$ cat src/sv/scd_pkg.sv
// Shared constants, types and byte classification functions for the call detector.
package scd_pkg;

   localparam int NUM_PATTERNS      = 3;
   localparam int PATTERN_MAX_BYTES = 16;
   localparam int NAME_SLOTS        = 3;
   localparam int NAME_BYTES        = 16;
   localparam int POS_W             = 5;
   localparam int LEN_W             = 5;
   localparam int CSR_DATA_W        = 64;
   localparam int CSR_ADDR_W        = 6;
   localparam int CSR_IDX_W         = 3;

   localparam logic [CSR_IDX_W-1:0] REG_P0_LOW  = 3'd0;
   localparam logic [CSR_IDX_W-1:0] REG_P0_HIGH = 3'd1;
   localparam logic [CSR_IDX_W-1:0] REG_P1_LOW  = 3'd2;
   localparam logic [CSR_IDX_W-1:0] REG_P1_HIGH = 3'd3;
   localparam logic [CSR_IDX_W-1:0] REG_P2_LOW  = 3'd4;
   localparam logic [CSR_IDX_W-1:0] REG_P2_HIGH = 3'd5;
   localparam logic [CSR_IDX_W-1:0] REG_LENGTHS = 3'd6;

   localparam logic PHASE_SCAN = 1'b0;
   localparam logic PHASE_WAIT = 1'b1;

   localparam logic [7:0] CHAR_SPACE  = 8'h20;
   localparam logic [7:0] CHAR_TAB    = 8'h09;
   localparam logic [7:0] CHAR_CR     = 8'h0D;
   localparam logic [7:0] CHAR_LF     = 8'h0A;
   localparam logic [7:0] CHAR_LPAREN = 8'h28;
   localparam logic [7:0] CHAR_UNDER  = 8'h5F;

   typedef struct packed {
      logic [NAME_BYTES-1:0][7:0] name_bytes;
      logic [LEN_W-1:0]           length;
   } name_cfg_type;

   typedef struct packed {
      logic       step;
      logic       clear;
      logic [7:0] text_byte;
      logic       prev_ident;
   } step_ctrl_type;

   function automatic logic is_ident(input logic [7:0] c);
      return (c >= 8'h61 && c <= 8'h7A) || (c >= 8'h41 && c <= 8'h5A) ||
             (c >= 8'h30 && c <= 8'h39) || (c == CHAR_UNDER);
   endfunction

   function automatic logic is_blank(input logic [7:0] c);
      return (c == CHAR_SPACE) || (c == CHAR_TAB) || (c == CHAR_CR) || (c == CHAR_LF);
   endfunction

   function automatic logic [7:0] fold_case(input logic [7:0] c);
      return (c >= 8'h41 && c <= 8'h5A) ? (c + 8'd32) : c;
   endfunction

endpackage

$ cat src/sv/scd_csr.sv
// Configuration registers: name bytes and name lengths behind an APB-style port.
module scd_csr import scd_pkg::*; (
   input  logic                     clock,
   input  logic                     reset,
   input  logic                     psel,
   input  logic                     penable,
   input  logic                     pwrite,
   input  logic [CSR_ADDR_W-1:0]    paddr,
   input  logic [CSR_DATA_W-1:0]    pwdata,
   output logic [CSR_DATA_W-1:0]    prdata,
   output logic                     pready,
   output name_cfg_type [NAME_SLOTS-1:0] name_cfg
);

   localparam int LENS_W = LEN_W * NAME_SLOTS;

   logic [CSR_DATA_W-1:0] pat_ff [2*NAME_SLOTS];
   logic [LENS_W-1:0]     lens_ff;
   logic [CSR_IDX_W-1:0]  reg_idx;
   logic                  wr_en;

   assign pready  = 1'b1;
   assign reg_idx = paddr[CSR_ADDR_W-1:CSR_ADDR_W-CSR_IDX_W];
   assign wr_en   = psel & penable & pwrite & pready;

   always_ff @(posedge clock) begin
      if (reset) begin
         for (int i = 0; i < 2*NAME_SLOTS; i++) begin
            pat_ff[i] <= '0;
         end
         lens_ff <= '0;
      end else if (wr_en) begin
         unique case (reg_idx)
            REG_P0_LOW:  pat_ff[0] <= pwdata;
            REG_P0_HIGH: pat_ff[1] <= pwdata;
            REG_P1_LOW:  pat_ff[2] <= pwdata;
            REG_P1_HIGH: pat_ff[3] <= pwdata;
            REG_P2_LOW:  pat_ff[4] <= pwdata;
            REG_P2_HIGH: pat_ff[5] <= pwdata;
            REG_LENGTHS: lens_ff   <= pwdata[LENS_W-1:0];
            default: ;
         endcase
      end
   end

   always_comb begin
      unique case (reg_idx)
         REG_P0_LOW:  prdata = pat_ff[0];
         REG_P0_HIGH: prdata = pat_ff[1];
         REG_P1_LOW:  prdata = pat_ff[2];
         REG_P1_HIGH: prdata = pat_ff[3];
         REG_P2_LOW:  prdata = pat_ff[4];
         REG_P2_HIGH: prdata = pat_ff[5];
         REG_LENGTHS: prdata = {{(CSR_DATA_W-LENS_W){1'b0}}, lens_ff};
         default:     prdata = '0;
      endcase
   end

   always_comb begin
      logic [LEN_W-1:0] raw_len;
      for (int k = 0; k < NAME_SLOTS; k++) begin
         raw_len = lens_ff[LEN_W*k +: LEN_W];
         name_cfg[k].name_bytes = {pat_ff[2*k+1], pat_ff[2*k]};
         name_cfg[k].length     = (raw_len > LEN_W'(PATTERN_MAX_BYTES)) ?
                                  LEN_W'(PATTERN_MAX_BYTES) : raw_len;
      end
   end

endmodule

$ cat src/sv/scd_matcher.sv
// Match pointer and phase for one name; flags a call when '(' follows the name.
module scd_matcher import scd_pkg::*; (
   input  logic          clock,
   input  logic          reset,
   input  name_cfg_type  cfg,
   input  step_ctrl_type ctrl,
   output logic          hit
);

   logic [POS_W-1:0] pos_ff, pos_in;
   logic             phase_ff, phase_in;
   logic [7:0]       b_fold;
   logic             first_ok;
   logic [POS_W-1:0] start_pos;
   logic             start_phase;
   logic [POS_W-1:0] pos_inc;

   assign b_fold      = fold_case(ctrl.text_byte);
   assign first_ok    = !ctrl.prev_ident && (b_fold == fold_case(cfg.name_bytes[0]));
   assign start_pos   = first_ok ? POS_W'(1) : '0;
   assign start_phase = first_ok && (cfg.length == LEN_W'(1)) ? PHASE_WAIT : PHASE_SCAN;
   assign pos_inc     = pos_ff + POS_W'(1);

   always_comb begin
      pos_in   = pos_ff;
      phase_in = phase_ff;
      hit      = 1'b0;
      if (cfg.length == '0) begin
         pos_in   = '0;
         phase_in = PHASE_SCAN;
      end else if (phase_ff == PHASE_WAIT) begin
         if (ctrl.text_byte == CHAR_LPAREN) begin
            pos_in   = '0;
            phase_in = PHASE_SCAN;
            hit      = 1'b1;
         end else if (!is_blank(ctrl.text_byte)) begin
            pos_in   = start_pos;
            phase_in = start_phase;
         end
      end else if (pos_ff == '0 || pos_ff >= cfg.length) begin
         pos_in   = start_pos;
         phase_in = start_phase;
      end else if (b_fold == fold_case(cfg.name_bytes[pos_ff[3:0]])) begin
         pos_in   = pos_inc;
         phase_in = (pos_inc == cfg.length) ? PHASE_WAIT : PHASE_SCAN;
      end else begin
         pos_in   = start_pos;
         phase_in = start_phase;
      end
   end

   always_ff @(posedge clock) begin
      if (reset) begin
         pos_ff   <= '0;
         phase_ff <= PHASE_SCAN;
      end else if (ctrl.step) begin
         if (ctrl.clear) begin
            pos_ff   <= '0;
            phase_ff <= PHASE_SCAN;
         end else begin
            pos_ff   <= pos_in;
            phase_ff <= phase_in;
         end
      end
   end

endmodule

$ cat src/sv/sql_function_call_detector.sv
// Top level: input register, per-name matchers, hit accumulation and result register.
// A final byte passes the input register; its result is kept in the result register.
// Throughput: one request per cycle while the result side keeps taking results.
// req_ready follows rsp_ready only while a final byte waits behind a held result.
// Reset (synchronous, active high) clears configuration, match state and valids.
module sql_function_call_detector import scd_pkg::*; (
   input  logic                  clock,
   input  logic                  reset,
   input  logic                  req_valid,
   output logic                  req_ready,
   input  logic [7:0]            req_text_byte,
   input  logic                  req_end_of_text,
   output logic                  rsp_valid,
   input  logic                  rsp_ready,
   output logic [2:0]            rsp_hit_mask,
   output logic                  rsp_any_hit,
   input  logic                  psel,
   input  logic                  penable,
   input  logic                  pwrite,
   input  logic [CSR_ADDR_W-1:0] paddr,
   input  logic [CSR_DATA_W-1:0] pwdata,
   output logic [CSR_DATA_W-1:0] prdata,
   output logic                  pready
);

   name_cfg_type [NAME_SLOTS-1:0] name_cfg;
   step_ctrl_type                 ctrl;
   logic [NAME_SLOTS-1:0]         hits;

   logic            in_valid_ff;
   logic [7:0]      in_byte_ff;
   logic            in_last_ff;
   logic            prev_ident_ff, prev_ident_in;
   logic [2:0]      found_ff, found_in;
   logic            rsp_valid_ff;
   logic [2:0]      rsp_mask_ff;
   logic            advance;
   logic [2:0]      found_now;

   scd_csr u_csr (
      .clock    (clock),
      .reset    (reset),
      .psel     (psel),
      .penable  (penable),
      .pwrite   (pwrite),
      .paddr    (paddr),
      .pwdata   (pwdata),
      .prdata   (prdata),
      .pready   (pready),
      .name_cfg (name_cfg)
   );

   assign advance   = in_valid_ff && (!in_last_ff || !rsp_valid_ff || rsp_ready);
   assign req_ready = !in_valid_ff || advance;

   assign ctrl.step       = advance;
   assign ctrl.clear      = in_last_ff;
   assign ctrl.text_byte  = in_byte_ff;
   assign ctrl.prev_ident = prev_ident_ff;

   for (genvar k = 0; k < NAME_SLOTS; k++) begin : g_name
      if (k < NUM_PATTERNS) begin : g_used
         scd_matcher u_matcher (
            .clock (clock),
            .reset (reset),
            .cfg   (name_cfg[k]),
            .ctrl  (ctrl),
            .hit   (hits[k])
         );
      end else begin : g_unused
         assign hits[k] = 1'b0;
      end
   end

   assign found_now     = found_ff | hits;
   assign found_in      = in_last_ff ? 3'b000 : found_now;
   assign prev_ident_in = in_last_ff ? 1'b0 : is_ident(in_byte_ff);

   always_ff @(posedge clock) begin
      if (reset) begin
         in_valid_ff <= 1'b0;
      end else if (req_ready) begin
         in_valid_ff <= req_valid;
      end
   end

   always_ff @(posedge clock) begin
      if (req_ready && req_valid) begin
         in_byte_ff <= req_text_byte;
         in_last_ff <= req_end_of_text;
      end
   end

   always_ff @(posedge clock) begin
      if (reset) begin
         prev_ident_ff <= 1'b0;
         found_ff      <= '0;
      end else if (advance) begin
         prev_ident_ff <= prev_ident_in;
         found_ff      <= found_in;
      end
   end

   always_ff @(posedge clock) begin
      if (reset) begin
         rsp_valid_ff <= 1'b0;
      end else if (advance && in_last_ff) begin
         rsp_valid_ff <= 1'b1;
      end else if (rsp_ready) begin
         rsp_valid_ff <= 1'b0;
      end
   end

   always_ff @(posedge clock) begin
      if (advance && in_last_ff) begin
         rsp_mask_ff <= found_now;
      end
   end

   assign rsp_valid    = rsp_valid_ff;
   assign rsp_hit_mask = rsp_mask_ff;
   assign rsp_any_hit  = |rsp_mask_ff;

endmodule

$ cat config.mk
export PLATFORM = sky130hd
export DESIGN_NAME = sql_function_call_detector
export DESIGN_NICKNAME = d
export VERILOG_FILES = /design/src/sv/scd_pkg.sv /design/src/sv/scd_csr.sv /design/src/sv/scd_matcher.sv /design/src/sv/sql_function_call_detector.sv
export SDC_FILE = /design/constraint.sdc
export NUM_CORES = 1
export LEC_CHECK = 0
export ABC_AREA = 1
export BUFFER_PORTS_ARGS = -buffer_cell sky130_fd_sc_hd__clkbuf_2
export CORE_MARGIN = 2
export CORE_UTILIZATION = 53
export DETAILED_ROUTE_END_ITERATION = 6
export PLACE_DENSITY_LB_ADDON = 0.15
export REMOVE_ABC_BUFFERS = 1
export SYNTH_ARGS = -nofsm -noshare
export SYNTH_HDL_FRONTEND = slang
export SYNTH_SLANG_ARGS = --single-unit
$ cat constraint.sdc
create_clock -name clock -period 10.7 [get_ports clock]
set_input_delay 2.14 -clock clock [delete_from_list [all_inputs] [get_ports clock]]
set_output_delay 2.14 -clock clock [all_outputs]
set_load 0.1 [all_outputs]
==> flow_summary.json, run 1 <==
{
  "status": "completed",
  "startpoint_type": "input port",
  "num_rows": 79,
  "critPathRequiredTime_ps": 8560,
  "holdCritStartpoint": "found_ff[1]$_SDFFE_PP0P_",
  "num-fill-cells": 4190,
  "power.total_mw": 4.38,
  "clockRootBuffer": "clkbuf_16",
  "cellPowerDensity_nw_per_um2": 158,
  "cts_buffers": 49,
  "routed_wl_um": 95700,
  "hold_class": "flop to flop",
  "r2r-start": "g_name[0].g_used.u_matcher.pos_ff[1]$_SDFFE_PP0P_",
  "cp.arrival_ps": 5320,
  "drc": 0,
  "stdcell_count": 3781,
  "rsz0062_at_grt": "no",
  "syn-mean-instance-area_um2": 8.16,
  "holdWs_ps": 502,
  "clkTransAtPathRegs_ps": 60,
  "area_growth_pct": 11.1,
  "synthArstFlopShare_pct": 0,
  "worst_slew_pin_slew_ps": 1250,
  "synth_area_um2": 24900,
  "synthFlopType": "edfxtp_1",
  "diodes": 0,
  "die_h_um": 221,
  "dpl.hpwl_um": 58600,
  "r2r_slack_ps": 5960,
  "multiInputGateArea_um2": 9810,
  "coreArea_um2": 46500,
  "max-vdd-ir-drop_mv": 0.135,
  "synth-edff-count": 396,
  "cts_sinks": 435,
  "yosysTopAreaCellShare_pct": 47.8,
  "whs_endpoint": "found_ff[1]$_SDFFE_PP0P_",
  "seqCellArea_um2": 12700,
  "period_minus_slack_ps": 7460,
  "drv_cap": 0,
  "grt_max_degree": 65,
  "clock_latency_ps": 630,
  "synth.distinct_cells": 51,
  "dieArea_um2": 48700,
  "drtAntennaViolNets": 0,
  "period_share_pct": 69.7,
  "finish.instance_area_um2": 27600,
  "reg2reg_depth": 18,
  "initial_core_util_pct": 53.5,
  "synth_largest_area_cell": "edfxtp_1",
  "seq_area_frac_synth_pct": 51.0,
  "slew_headroom_pct": 16.4,
  "fmax_ghz": 0.134,
  "die_x_um": 221,
  "hold_viol_final": 0,
  "viasPerCell": 6.20,
  "hold_depth": 2,
  "ys_warn_count": 0,
  "placed_cells_incl_taps": 3694,
  "crit_fanout": 35,
  "ctsHoldBuffers": 0,
  "post-route-util_pct": 59.5,
  "slew_viol_final": 0,
  "antenna_found_initial": 0,
  "ioPinCount": 157,
  "ys_top_cells_by_area": "edfxtp_1, nand2_1, nor2_1",
  "setup_viol": 0,
  "portBuffers": 152,
  "syn_inst": 3046,
  "overflow": 0,
  "grtUsageTotal_pct": 39.2,
  "drive_above_1_share_pct": 11.3,
  "cts_buffer_depth": 3,
  "synth_seq_cells": 435,
  "yosysMostFrequentCell": "nand2_1",
  "firstDrtPassIters": 6,
  "cp-end-kind": "output pin",
  "r2r-end": "g_name[0].g_used.u_matcher.phase_ff$_SDFFE_PP0P_",
  "place_ws_ps": 3460,
  "fin_ws_ps": 3240,
  "ctsResizeCount": 0,
  "place_congestion": 0.967,
  "grt_pass1_vias": 22500,
  "finalSetupTns_ps": 0,
  "grt_pass1_wl_um": 139000,
  "nets": 3254,
  "post_cts_buffers": 0,
  "path_class": "input port to output pin",
  "drtIter0Drc": 3599,
  "htree_num_levels": 2,
  "clock_skew_ps": 31.6,
  "place_area_um2": 26100,
  "wl_per_cell_um": 25.3,
  "p_leak_nw": 12.2,
  "tritoncts": "yes",
  "synthTopCellsByCount": "nand2_1, nor2_1, inv_1",
  "num_vias": 23500
}
## final cells by class
cell class | instances | area share (%)
repair buffers | 200 | 4.06
clock inverters | 32 | 1.12
clock buffers | 55 | 4.52
multi-input cells | 2002 | 35.5
flip-flops and latches | 435 | 45.9
well taps | 607 | 2.75
inverters | 450 | 6.12
## worst max path at each step
stage	start	end	slack (ps)
after CTS	paddr[4]	prdata[26]	3440
final	paddr[4]	prdata[19]	3240
after global placement	paddr[4]	prdata[26]	3510
after global routing	paddr[3]	prdata[26]	3250
after floorplan	paddr[5]	u_csr.pat_ff[0][320]$_SDFFCE_PN0P_	-150
after detailed placement	paddr[4]	prdata[26]	3460
## worst max-delay path: stages
cell and delay [ps]:
clkbuf_2 140, inv_1 100, nor3_2 150, buf_4 630, inv_1 610, buf_4 490
o221ai_1 460, clkbuf_2 540
## cells by family (layout without fill, tap and decap cells)
family	after synthesis	after routing	synth area share (%)
and+or+nand+nor	1523	1523	25.1
xor gates and xnor gates	24	24	0.845
adders and majority gates	30	30	1.51
AOI/OAI and AO/OA	424	424	11.3
DFF	435	435	51.0
buffers and inverters	609	737	10.3
other	1	1	0.0151
## power by group
| group | switching, mW | total [mW] | internal, mW |
|---|---|---|---|
| sequential | 0.0458 | 1.99 | 1.94 |
| clock | 0.725 | 1.69 | 0.961 |
| combinational | 0.567 | 0.706 | 0.139 |
## flip-flops by register name, indices dropped and copies added (netlist names)
| register | count |
|---|---|
| found_ff | 3 |
| in_byte_ff | 8 |
| g_name.g_used.u_matcher.phase_ff | 3 |
| rsp_hit_mask | 3 |
| u_csr.lens_ff | 15 |
| in_last_ff | 1 |
| u_csr.pat_ff | 384 |
| prev_ident_ff | 1 |
| rsp_valid | 1 |
| in_valid_ff | 1 |
| g_name.g_used.u_matcher.pos_ff | 15 |
## layout by cell type, fill, tap and decap left out, types with 34 or more instances in the layout
master,n
nand3_1,218
clkbuf_16,49
o21ai_0,83
a221oi_1,49
nor2_1,544
buf_4,48
inv_1,429
edfxtp_1,396
clkbuf_2,152
a21oi_1,84
nand2_1,672
o22ai_1,65
dfxtp_1,34
## per-layer routing
layer / vias to the layer above / GRT usage, % / part of all wire [%] / routed length (µm)
met5: - / 0 / 0 / 0
li1: 10300 / - / - / -
met2: 1879 / 58.9 / 43 / 41500
met4: 0 / 21.4 / 6.0 / 5710
met1: 10900 / 51.6 / 36 / 34600
met3: 388 / 10.8 / 15 / 13900
No activity file was read; power rests on OpenSTA's default activity.
==> inputs of run 2 (changes only) <==
Clock period 10.7 ns to 7.25 ns, I/O delays scaled along.
==> flow_summary.json, run 2 (synthesis gave the netlist of run 1 again) <==
{
  "status": "complete, but fails checks",
  "violations": "DRC",
  "reg_top3": "u_csr.pat_ff (384), g_name.g_used.u_matcher.pos_ff (15), u_csr.lens_ff (15)",
  "clock_skew_ps": 27.1,
  "num_vias": 23700,
  "r2r_slack_ps": 3330,
  "swShare_pct": 29.8,
  "firstDrtPassIters": 7,
  "crit_fanout": 18,
  "cp.arrival_ps": 4340,
  "htree_num_levels": 2,
  "startpoint_type": "input port",
  "overflow": 0,
  "ioPinCount": 157,
  "hold_depth": 2,
  "grt_pass1_vias": 22400,
  "nets": 3257,
  "diodes": 0,
  "slew_viol_final": 0,
  "placed_cells_incl_taps": 3697,
  "num_rows": 79,
  "dieArea_um2": 48700,
  "largest_reg_flops": 384,
  "die_x_um": 221,
  "finalSetupTns_ps": 0,
  "path_common_cell": "clkbuf_2",
  "drtAntennaViolNets": 0,
  "grt_pass1_wl_um": 139000,
  "post-route-util_pct": 59.8,
  "cts_buffers": 49,
  "r2r-end": "g_name[2].g_used.u_matcher.pos_ff[1]$_SDFFE_PP0P_",
  "path_buf_inv": 5,
  "holdWs_ps": 504,
  "initial_core_util_pct": 53.5,
  "cp_slowest_stage_delay_ps": 940,
  "reg2reg_depth": 18,
  "grtUsageTotal_pct": 39.1,
  "drtIter0Drc": 3792,
  "period_minus_slack_ps": 5790,
  "place_congestion": 0.973,
  "drive_above_1_share_pct": 11.4,
  "grt_max_degree": 65,
  "cp-end-kind": "output pin",
  "fmax_ghz": 0.173,
  "critPathRequiredTime_ps": 5800,
  "coreArea_um2": 46500,
  "hold_class": "flop to flop",
  "post_cts_buffers": 0,
  "routed_wl_um": 95700,
  "comb_power_share_pct": 15.8,
  "slew_headroom_pct": 21.5,
  "hold_viol_final": 0,
  "mostFrequentLayoutCells": "nand2_1, nor2_1, inv_1",
  "drc": 24,
  "power.internal_mw": 4.64,
  "rsz0062_at_grt": "no",
  "antenna_found_initial": 1,
  "pwr-share-clk_pct": 39.8,
  "setup_viol": 0,
  "clkTransAtPathRegs_ps": 60,
  "cts_buffer_depth": 3,
  "ctsHoldBuffers": 0,
  "clockRootBuffer": "clkbuf_16",
  "p_leak_nw": 12.3,
  "cts_sinks": 435,
  "area_growth_pct": 11.8,
  "power_frac_seq_pct": 44.4,
  "whs_endpoint": "found_ff[2]$_SDFFE_PP0P_",
  "final_common_cell": "nand2_1",
  "drv_cap": 0,
  "die_h_um": 221,
  "portBuffers": 152,
  "clock_latency_ps": 610,
  "r2r-start": "g_name[2].g_used.u_matcher.pos_ff[0]$_SDFFE_PP0P_",
  "num-fill-cells": 4153,
  "cp_cell_sequence": "clkbuf_2, inv_1, nor3_2, clkinv_1, buf_4, o22ai_1, a21oi_1, o211ai_1, clkbuf_2",
  "tritoncts": "yes",
  "stdcell_count": 3788,
  "netSwitchingPower_mw": 1.97,
  "ctsResizeCount": 0,
  "holdCritStartpoint": "found_ff[2]$_SDFFE_PP0P_",
  "regMostFlops": "u_csr.pat_ff",
  "path_class": "input port to output pin",
  "slowest_stage": "clkinv_1",
  "dpl.hpwl_um": 58400,
  "worst_slew_pin_slew_ps": 1170,
  "period_share_pct": 79.9,
  "wl_per_cell_um": 25.3,
  "max-vdd-ir-drop_mv": 0.197,
  "cellPowerDensity_nw_per_um2": 238,
  "critPathTopFamily": "buffers and inverters",
  "viasPerCell": 6.27
}
## run 2: worst reg2reg max path, stage by stage (launching register included)
cell,delay (ps)
dfxtp_4,740
inv_2,530
buf_4,390
ha_1,380
o21ai_0,160
a21boi_0,100
o21ai_0,170
nand2_1,140
nand2_1,80
nand3_1,100
nor2_1,110
nand2_1,60
nor2_1,120
nand2_1,110
nor2_4,230
nand2_2,110
nor2_2,120
nand3_1,80
a21oi_1,130
## run 2: how the worst max path moves through the flow
stage	start	endpoint	slack [ps]	cells after the start
after floorplan	paddr[5]	u_csr.pat_ff[0][320]$_SDFFCE_PN0P_	-2910	4
after global placement	paddr[5]	prdata[4]	1690	9
after detailed placement	paddr[5]	prdata[4]	1700	9
after CTS	paddr[5]	prdata[4]	1650	9
after global routing	paddr[5]	prdata[4]	1440	9
final	paddr[5]	prdata[4]	1460	9
## run 2: area by class of cell
class,count,area [µm²],area share [%]
flip-flops and latches,435,12700,45.6
multi-input cells,2002,9810,35.3
inverters,450,1690,6.09
clock buffers,58,1260,4.53
repair buffers,203,1170,4.20
well taps,607,759,2.73
clock inverters,33,420,1.51
## run 2: power groups by stage
stage	Clock (mW)	Combinational (mW)	Sequential (mW)
3_3_place_gp	0	1.01	2.98
4_1_cts	2.63	1.02	2.93
6_report	2.63	1.04	2.93
3_5_place_dp	0	1.02	2.98
2_1_floorplan	0	0.701	2.99
5_1_grt	2.72	1.09	2.94
## run 2: metal layers
metal / GRT usage [%] / wire length [µm] / vias to the layer above
met5: 0 / 0 / -
met4: 21.6 / 5710 / 0
met3: 9.97 / 14000 / 409
met2: 58.7 / 41400 / 1998
met1: 52.0 / 34600 / 11100
li1: - / - / 10300
## run 2: through the flow
stage | setup WS (ps) | cell area (µm²) | power, mW
3_3_place_gp | 1690 | 26100 | 3.98
3_5_place_dp | 1700 | 26100 | 4.00
5_1_grt | 1440 | 27800 | 6.76
2_1_floorplan | -2910 | 24000 | 3.69
6_report | 1460 | 27800 | 6.60
4_1_cts | 1650 | 27800 | 6.58
